## config.mk

```make
export PLATFORM = sky130hd
export DESIGN_NAME = keyboard_buffer_device_top
export DESIGN_NICKNAME = d
export VERILOG_FILES = /design/src/rtl/kbd_pkg.sv /design/src/rtl/keyboard_buffer_device_top.sv /design/src/rtl/kbd_fifo.sv /design/src/rtl/kbd_held.sv
export SDC_FILE = /design/constraint.sdc
export NUM_CORES = 1
export LEC_CHECK = 0
export ABC_CLOCK_PERIOD_IN_PS = 3900
export BUFFER_PORTS_ARGS = -buffer_cell sky130_fd_sc_hd__buf_2
export CAP_MARGIN = 20
export CORE_MARGIN = 3
export CORE_UTILIZATION = 59
export CTS_CLUSTER_SIZE = 8
export DETAILED_ROUTE_END_ITERATION = 6
export HOLD_SLACK_MARGIN = 0.08
export PLACE_DENSITY = 0.78
export REMOVE_ABC_BUFFERS = 1
export SYNTH_ARGS = -nofsm -noshare
export SYNTH_HDL_FRONTEND = slang
export SYNTH_HIERARCHICAL = 1
export SYNTH_SLANG_ARGS = --single-unit
```

## constraint.sdc

```tcl
create_clock -name clk -period 3.9 [get_ports clk]
set_input_delay 0.39 -clock clk [delete_from_list [all_inputs] [get_ports clk]]
set_output_delay 0.39 -clock clk [all_outputs]
set_load 0.02 [all_outputs]
```

## src/rtl/kbd_pkg.sv

```systemverilog
`default_nettype none

package kbd_pkg;

    // Default sizes
    localparam int FIFO_DEPTH_DEF      = 8;
    localparam int HELD_SLOT_COUNT_DEF = 8;

    // Command codes
    typedef enum logic [2:0] {
        OP_KEY_DOWN = 3'd0,
        OP_KEY_UP   = 3'd1,
        OP_CLEAR    = 3'd2,
        OP_GET      = 3'd3,
        OP_CHECK    = 3'd4,
        OP_SET_IRQ  = 3'd5
    } op_t;

    // Request payload
    typedef struct packed {
        logic [2:0]  operation;
        logic [15:0] key_code;
        logic [15:0] message_value;
    } req_t;

    // Response payload
    typedef struct packed {
        logic        read_valid;
        logic [7:0]  read_data;
        logic        interrupt_request;
        logic [15:0] interrupt_message;
    } rsp_t;

    // Typed-key FIFO controls
    typedef struct packed {
        logic push;
        logic pop;
        logic clear;
    } fifo_ctl_t;

    // Held-key set controls
    typedef struct packed {
        logic press;
        logic release_key;
    } held_ctl_t;

endpackage

`default_nettype wire

```

## src/rtl/keyboard_buffer_device_top.sv

```systemverilog
// Keyboard buffer device: key-down/key-up events and host commands (clear, get
// key, check key, set interrupt message) arrive on the req channel; every request
// produces exactly one response on the rsp channel, in order. A request is held
// in an input register, evaluated combinationally against the held-key set and
// typed-key FIFO, and its response lands in an output register. Throughput is
// one request per cycle while rsp_stall is low; the single evaluation step that
// reads and updates all state sets that rate. A stalled response only holds back
// the request behind it while the output register is occupied.
`default_nettype none

module keyboard_buffer_device_top #(
    parameter int FIFO_DEPTH      = kbd_pkg::FIFO_DEPTH_DEF,
    parameter int HELD_SLOT_COUNT = kbd_pkg::HELD_SLOT_COUNT_DEF
) (
    input  wire logic          clk,
    input  wire logic          rst_n,
    input  wire logic          req_valid,
    output logic               req_stall,
    input  wire kbd_pkg::req_t req,
    output logic               rsp_valid,
    input  wire logic          rsp_stall,
    output kbd_pkg::rsp_t      rsp
);

    kbd_pkg::req_t      stage_reg;
    logic               stage_valid_reg;
    kbd_pkg::rsp_t      out_reg;
    kbd_pkg::rsp_t      out_next;
    logic               out_valid_reg;
    logic [15:0]        irq_msg_reg;
    logic [15:0]        irq_msg_next;
    logic               advance;
    logic               accept;
    kbd_pkg::op_t       op;
    kbd_pkg::fifo_ctl_t fifo_ctl;
    kbd_pkg::held_ctl_t held_ctl;
    logic [7:0]         fifo_head;
    logic               key_held;

    // Handshake
    assign advance   = stage_valid_reg && (!out_valid_reg || !rsp_stall);
    assign req_stall = stage_valid_reg && !advance;
    assign accept    = req_valid && !req_stall;
    assign rsp_valid = out_valid_reg;
    assign rsp       = out_reg;

    assign op = kbd_pkg::op_t'(stage_reg.operation);

    // Command decode and response build
    always_comb
    begin
        fifo_ctl     = '0;
        held_ctl     = '0;
        out_next     = '0;
        irq_msg_next = irq_msg_reg;
        case (op)
            kbd_pkg::OP_KEY_DOWN:
            begin
                fifo_ctl.push = advance;
                held_ctl.press = advance;
                out_next.interrupt_request = (irq_msg_reg != 16'h0000);
                out_next.interrupt_message = irq_msg_reg;
            end
            kbd_pkg::OP_KEY_UP:
            begin
                held_ctl.release_key = advance;
                out_next.interrupt_request = (irq_msg_reg != 16'h0000);
                out_next.interrupt_message = irq_msg_reg;
            end
            kbd_pkg::OP_CLEAR:
            begin
                fifo_ctl.clear = advance;
            end
            kbd_pkg::OP_GET:
            begin
                fifo_ctl.pop = advance;
                out_next.read_valid = 1'b1;
                out_next.read_data  = fifo_head;
            end
            kbd_pkg::OP_CHECK:
            begin
                out_next.read_valid = 1'b1;
                out_next.read_data  = {7'b0000000, key_held};
            end
            kbd_pkg::OP_SET_IRQ:
            begin
                if (advance)
                begin
                    irq_msg_next = stage_reg.message_value;
                end
            end
            default:
            begin
                out_next = '0;
            end
        endcase
    end

    kbd_fifo #(
        .FIFO_DEPTH (FIFO_DEPTH)
    ) u_fifo (
        .clk   (clk),
        .rst_n (rst_n),
        .ctl   (fifo_ctl),
        .key   (stage_reg.key_code[7:0]),
        .head  (fifo_head)
    );

    kbd_held #(
        .HELD_SLOT_COUNT (HELD_SLOT_COUNT)
    ) u_held (
        .clk      (clk),
        .rst_n    (rst_n),
        .ctl      (held_ctl),
        .key_code (stage_reg.key_code),
        .held     (key_held)
    );

    // Control and interrupt message
    always_ff @(posedge clk or negedge rst_n)
    begin
        if (!rst_n)
        begin
            stage_valid_reg <= 1'b0;
            out_valid_reg   <= 1'b0;
            irq_msg_reg     <= 16'h0000;
        end
        else
        begin
            if (accept)
            begin
                stage_valid_reg <= 1'b1;
            end
            else if (advance)
            begin
                stage_valid_reg <= 1'b0;
            end
            if (advance)
            begin
                out_valid_reg <= 1'b1;
            end
            else if (!rsp_stall)
            begin
                out_valid_reg <= 1'b0;
            end
            irq_msg_reg <= irq_msg_next;
        end
    end

    // Payload registers
    always_ff @(posedge clk)
    begin
        if (accept)
        begin
            stage_reg <= req;
        end
        if (advance)
        begin
            out_reg <= out_next;
        end
    end

endmodule

`default_nettype wire

```

## src/rtl/kbd_fifo.sv

```systemverilog
`default_nettype none

module kbd_fifo #(
    parameter int FIFO_DEPTH = kbd_pkg::FIFO_DEPTH_DEF
) (
    input  wire logic              clk,
    input  wire logic              rst_n,
    input  wire kbd_pkg::fifo_ctl_t ctl,
    input  wire logic [7:0]        key,
    output logic [7:0]             head
);

    localparam int CNT_W = $clog2(FIFO_DEPTH + 1);
    localparam int IDX_W = $clog2(FIFO_DEPTH);
    localparam logic [CNT_W-1:0] FULL = CNT_W'(FIFO_DEPTH);

    logic [7:0]       entries_reg  [FIFO_DEPTH];
    logic [7:0]       entries_next [FIFO_DEPTH];
    logic [CNT_W-1:0] count_reg;
    logic [CNT_W-1:0] count_next;

    // Oldest entry, zero when empty
    assign head = (count_reg != '0) ? entries_reg[0] : 8'h00;

    // Next entries and fill count
    always_comb
    begin
        entries_next = entries_reg;
        count_next   = count_reg;
        if (ctl.clear)
        begin
            count_next = '0;
        end
        else if (ctl.pop && (count_reg != '0))
        begin
            for (int i = 0; i < FIFO_DEPTH - 1; i++)
            begin
                entries_next[i] = entries_reg[i + 1];
            end
            count_next = count_reg - CNT_W'(1);
        end
        else if (ctl.push)
        begin
            if (count_reg != FULL)
            begin
                entries_next[count_reg[IDX_W-1:0]] = key;
                count_next = count_reg + CNT_W'(1);
            end
            else
            begin
                // full: drop the oldest
                for (int i = 0; i < FIFO_DEPTH - 1; i++)
                begin
                    entries_next[i] = entries_reg[i + 1];
                end
                entries_next[FIFO_DEPTH - 1] = key;
            end
        end
    end

    // Fill count
    always_ff @(posedge clk or negedge rst_n)
    begin
        if (!rst_n)
        begin
            count_reg <= '0;
        end
        else
        begin
            count_reg <= count_next;
        end
    end

    // Entry storage, no reset
    always_ff @(posedge clk)
    begin
        entries_reg <= entries_next;
    end

endmodule

`default_nettype wire

```

## src/rtl/kbd_held.sv

```systemverilog
`default_nettype none

module kbd_held #(
    parameter int HELD_SLOT_COUNT = kbd_pkg::HELD_SLOT_COUNT_DEF
) (
    input  wire logic               clk,
    input  wire logic               rst_n,
    input  wire kbd_pkg::held_ctl_t ctl,
    input  wire logic [15:0]        key_code,
    output logic                    held
);

    localparam int N = HELD_SLOT_COUNT;

    logic [7:0]   slots_reg  [N];
    logic [7:0]   slots_next [N];
    logic [N-1:0] empty;
    logic [N-1:0] match;
    logic [N-1:0] first;

    // Per-slot empty and full-width match
    always_comb
    begin
        for (int i = 0; i < N; i++)
        begin
            empty[i] = (slots_reg[i] == 8'h00);
            match[i] = ({8'h00, slots_reg[i]} == key_code);
        end
    end

    // Lowest empty slot, one-hot
    assign first = empty & (~empty + N'(1));
    assign held  = |match;

    // Press fills first empty slot (slot 0 when none), release clears matches
    always_comb
    begin
        for (int i = 0; i < N; i++)
        begin
            slots_next[i] = slots_reg[i];
            if (ctl.press && (first[i] || ((i == 0) && (empty == '0))))
            begin
                slots_next[i] = key_code[7:0];
            end
            else if (ctl.release_key && match[i])
            begin
                slots_next[i] = 8'h00;
            end
        end
    end

    always_ff @(posedge clk or negedge rst_n)
    begin
        if (!rst_n)
        begin
            slots_reg <= '{default: '0};
        end
        else
        begin
            slots_reg <= slots_next;
        end
    end

endmodule

`default_nettype wire

```

# Word level (Yosys, flattened, before mapping)
# Index checks and enable logic that the tools add are counted.
word_totals:
  ff_bits: 211
  input_bits: 39
  output_inout_bits: 28
  wordCells: 145
classes:
  add_sub_neg: 3
  order_cmp: 2
  eq_ne: 15
  n_mux: 36
  bitwise: 5
  n_reduce_logical: 57
op_table:
  columns: ["op", "count"]
  rows:
  - ["8-bit 2-to-1 mux", 18]
  - ["8-bit by 16-bit == test with 1-bit output", 8]
  - ["64-bit 2-to-1 mux", 2]
  - ["8-bit logical NOT", 9]
  - ["64-bit bitwise mux", 1]
  - ["56-bit 2-to-1 mux", 1]
  - ["8-bit demux with 3-bit select", 1]
  - ["1-bit logical AND", 21]
  - ["2-bit nonzero test", 10]
  - ["9-bit one-hot mux with 2 select lines", 1]
  - ["4-bit 2-to-1 mux", 4]
  - ["16-bit nonzero test", 1]
  - ["8-bit by 1-bit adder with 8-bit output (second input constant)", 1]
  - ["8-bit bitwise AND", 1]
  - ["1-bit 2-to-1 mux", 8]
  - ["8-bit NOT", 1]
  - ["8-bit OR reduction", 1]
  - ["3-bit by 2-bit == test with 1-bit output (second input constant)", 2]
  - ["3-bit == test (second input constant)", 2]
  - ["2-bit AND reduction", 3]
  - ["3-bit nonzero test", 2]
  - ["4-bit by 1-bit adder with 4-bit output (second input constant)", 1]
  - ["4-bit greater-or-equal comparator (second input constant)", 1]
  - ["1-bit logical NOT", 4]
  - ["other kinds (12)", 14]

# Depth between registers and ports, before layout
depth:
  depth_word: 9
  ltp_mapped: 14
  mapped_depth_nobuf: 11

# Hierarchy
# The synthesis kept the hierarchy.
modules_own_cells:
  columns: ["module", "n_inst", "cells_per_inst", "area_each_um2", "seq_area_each_um2"]
  rows:
  - ["kbd_fifo", 1, 287, 3475.8, 2021.9]
  - ["kbd_held", 1, 305, 3442.1, 1601.5]
  - ["keyboard_buffer_device_top", 1, 148, 2830.2, 2282.2]

# Least setup slack after synthesis
# OpenSTA, ideal clock, no wires.
synth_timing:
  path_kind: "flip-flop to flip-flop"
  startpoint: "reg stage_reg (netlist bit op[2])"
  endpoint: "reg u_fifo/entries_reg[0] (netlist bit) (enable)"
  setup_ps: 395
  arrival_ps: 2589
  required_time_ps: 3505
  path_slack_ps: 916
  path_stages_with_launch: 7
  n_path_buf: 2
  synth_period_minus_slack_ps: 2984
  cell_sequence: "edfxtp_1 nor2_1 inv_1 nor3_1 clkbuf_1 clkbuf_1 nor4bb_1"
synth_rtl:
  columns: ["item", "line_no", "text"]
  rows:
  - ["from (decl)", "keyboard_buffer_device_top.sv:25", "kbd_pkg::req_t stage_reg;"]
  - ["from (signal assigned)", "keyboard_buffer_device_top.sv:155", "stage_reg <= req;"]
  - ["to (signal assigned)", "kbd_fifo.sv:77", "entries_reg <= entries_next;"]
  - ["to (decl)", "kbd_fifo.sv:17", "logic [7:0] entries_reg [FIFO_DEPTH];"]

==> out/results.txt <==
Fin area - 11480 µm²
Initial DRC Count - 535
Worst Path Arrival - 3250 ps
Final worst-path cycle share - 79.63%
Hold path cells - 3
Hpwl dp - 13520 µm
Status - completed
Initial Util - 60.92%
Synth Warn # - 6
#FFs+latches synth - 211
Hold Crit Start - rsp_stall
Vias in the first global route - 6972
Total gr overflow - 0
Mapped Avg Cell Area - 13.17 µm²
Number of I/O port buffers - 66
Initial antenna violation count - 1
Worst r2r dst - u_fifo/entries_reg[12]
Tmin final - 3105 ps
FF-to-FF setup slack - 790 ps
Setup Skew - 20.23 ps
Nets - 882
Power share of the combinational group - 21.1%
Slew @ Worst Pin - 1003 ps
Sequential share of power - 44.8%
GPL Wtd Cong - 0.8666
Final core utilization - 71.75%
First-pass GRT wire length - 37030 µm
Num CTS Buffers - 30
Post-synth EDFFs - 125
Required @ worst endpoint - 4050 ps
Area leader, netlist - edfxtp_1
CP Launch Type - flip-flop
Layout cells sized above 1 - 18.35%
Cell Chain, Critical Path - nor2_1 > buf_4 > inv_1 > nor3_2 > buf_4 > nor2_4 > or2_2 > a31oi_1
R2r startpoint - op[2]
Total die area - 18100 µm²
CTS tree - yes
I/O pin count - 67
Top-count cell post-synth - edfxtp_1
Pwr dens - 597.7 nW/µm²
Met1 WL - 9100 µm
P_leak - 4.418 nW
Clock Power Share - 34.2%
Final hold vios - 0
P_sw - 2.034 mW
Total GRT Usage - 25.81%
Core ar. - 16000 µm²
Fin. max-slew vios - 0
Synthesized area - 9748 µm²
Met2 WL - 11960 µm
Skew-Pair Late Insertion Delay - 540 ps
H-tree depth - 1
Die Wd - 134.5 µm
Share of flip-flops with an asynchronous set or reset - 40.76%
CP Max Fanout - 36
Pre-CTS WS - 834.5 ps
Total of max-cap violations - 0
Final ANT Viol Nets - 0
HP Class - in -> reg
RSZ-0062 raised after global routing - false
Initial DRT Pass Iterations - 5
Resized Gates After CTS - 0
Synth Instances - 740
Number of fill cells - 1015
Switching fraction of total power - 29.64%
Pwr Total - 6.862 mW
Post-synth top area share - 38.51%
# clock sinks - 211
# rows - 46
Slack of the critical path - 794.6 ps
CTS max path bufs - 3
# DRC - 0
Synth top area cells - edfxtp_1 (39%), dfrtp_1 (22%), a22o_1 (9.7%)
Largest net degree at the start of global routing - 59
CTS root buffer - clkbuf_16
Clock Pin Slew Worst Setup and Hold Paths - 50 ps
Worst reg2reg path depth - 8
Max VDD drop - 0.0003584 V
Largest stage delay, worst path - 690 ps
Routed met3 length - 1661 µm
Top layer in use - met4
Placed Area - 10260 µm²
Register area share after synthesis - 60.58%
Final Setup Violations - 0
Post-synthesis cell type count - 60
DR WL/cell - 21.71 µm
Commonest register cell after synthesis - edfxtp_1
Synth top cells by count - edfxtp_1 (125), a22o_1 (108), dfrtp_1 (86)
Relative slew slack - 33.11%
Chip height - 134.5 µm
Slowest-stage cell, CP - a31oi_1
Internal power - 4.828 mW
Area Overhead vs Synth - 17.78%
Fmax - 322.0 MHz
WS Path Type - reg -> reg
Total number of vias - 6781
DR vias/cell - 6.290
Detailed Route WL - 23410 µm
Crit end category - flip-flop
CP dominant cell by count - buf_4
Crit path launch - op[2]
Hold Path End - rsp_valid
## critical path, delay by kind of cell (launching register included)
kind	cells	cell delay, ps
AND/OR/NAND/NOR	4	850
flip-flops	1	470
buffers and inverters	3	680
AO/OA/AOI/OAI	1	690
## per-layer routing
layer,vias up,track usage [%]
met5,-,0
met4,0,10.46
met3,49,4.657
met2,326,43.91
met1,3414,33.05
li1,2992,-
## worst max path at each step
stage | slack (ps) | end | depth (start not counted)
2_1_floorplan | -790 | u_fifo/entries_reg[10] | 6
3_3_place_gp | 960 | u_fifo/entries_reg[10] | 9
3_5_place_dp | 830 | u_fifo/entries_reg[10] | 9
4_1_cts | 840 | u_fifo/entries_reg[12] | 8
5_1_grt | 560 | u_fifo/entries_reg[13] | 8
6_report | 790 | u_fifo/entries_reg[12] | 8
## metrics by stage
step	hold slack, ps	cells	setup TNS, ps
2_1_floorplan	94.41	687	-64830
3_3_place_gp	444.9	988	0
3_5_place_dp	449.9	988	0
4_1_cts	138.6	1077	0
5_1_grt	181.2	1078	0
6_report	186.7	1078	0
## what timing repair did
item | in CTS | in global routing
endpoints found under the setup margin | 0 | 0
endpoints found under the hold margin | 93 | 0
hold buffers | 37 | 0
buffers inserted | 0 | 0
## power by group through the flow
stage / Sequential (mW) / Clock [mW] / Combinational, mW
floorplan: 3.02 / 0 / 1.05
global placement: 3.06 / 0 / 1.32
detailed placement: 3.08 / 0 / 1.38
CTS: 3.05 / 2.35 / 1.43
global route: 3.10 / 2.48 / 1.57
finish: 3.07 / 2.35 / 1.45
## layout make-up
cell class,instances,area (µm²),share of cell area (%)
tap,216,270.3,2.354
multi-input combinational,461,3551,30.93
inverter,15,56.30,0.4904
antenna,1,2.502,0.02180
timing repair buffer,122,845.8,7.367
clock inverter,2,23.77,0.2071
sequential,211,5906,51.44
clock buffer,50,825.8,7.193
## layout by cell type, fill, tap and decap left out, drive strengths merged, types with 2 or more instances in the layout
cell	instances
a31oi	3
buf	85
mux2	16
nand3	2
o21a	3
nand2	31
or2	3
ha	2
nor3	19
nand2b	5
edfxtp	125
and2	32
a21oi	10
nor4	18
nand4	17
nor2b	10
dlygate4sd3	37
nor4b	7
o21ai	2
clkbuf	50
dfrtp	86
and3	2
a22o	108
xnor2	66
inv	15
a21o	2
or4	7
nor2	46
mux2i	11
a22oi	26
## logic make-up (layout without fill, tap and decap cells)
group	count (synthesis)	in the layout	synth area share (%)
xor gates and xnor gates	67	67	6.020
buffers and inverters	68	189	3.157
DFF	211	211	60.58
other	0	1	0
and+or+nand+nor	202	202	12.53
adders and majority gates	3	3	0.3594
AOI/OAI and AO/OA	162	162	13.99
muxes	27	27	3.363
Power figures use the tool's default switching activity.
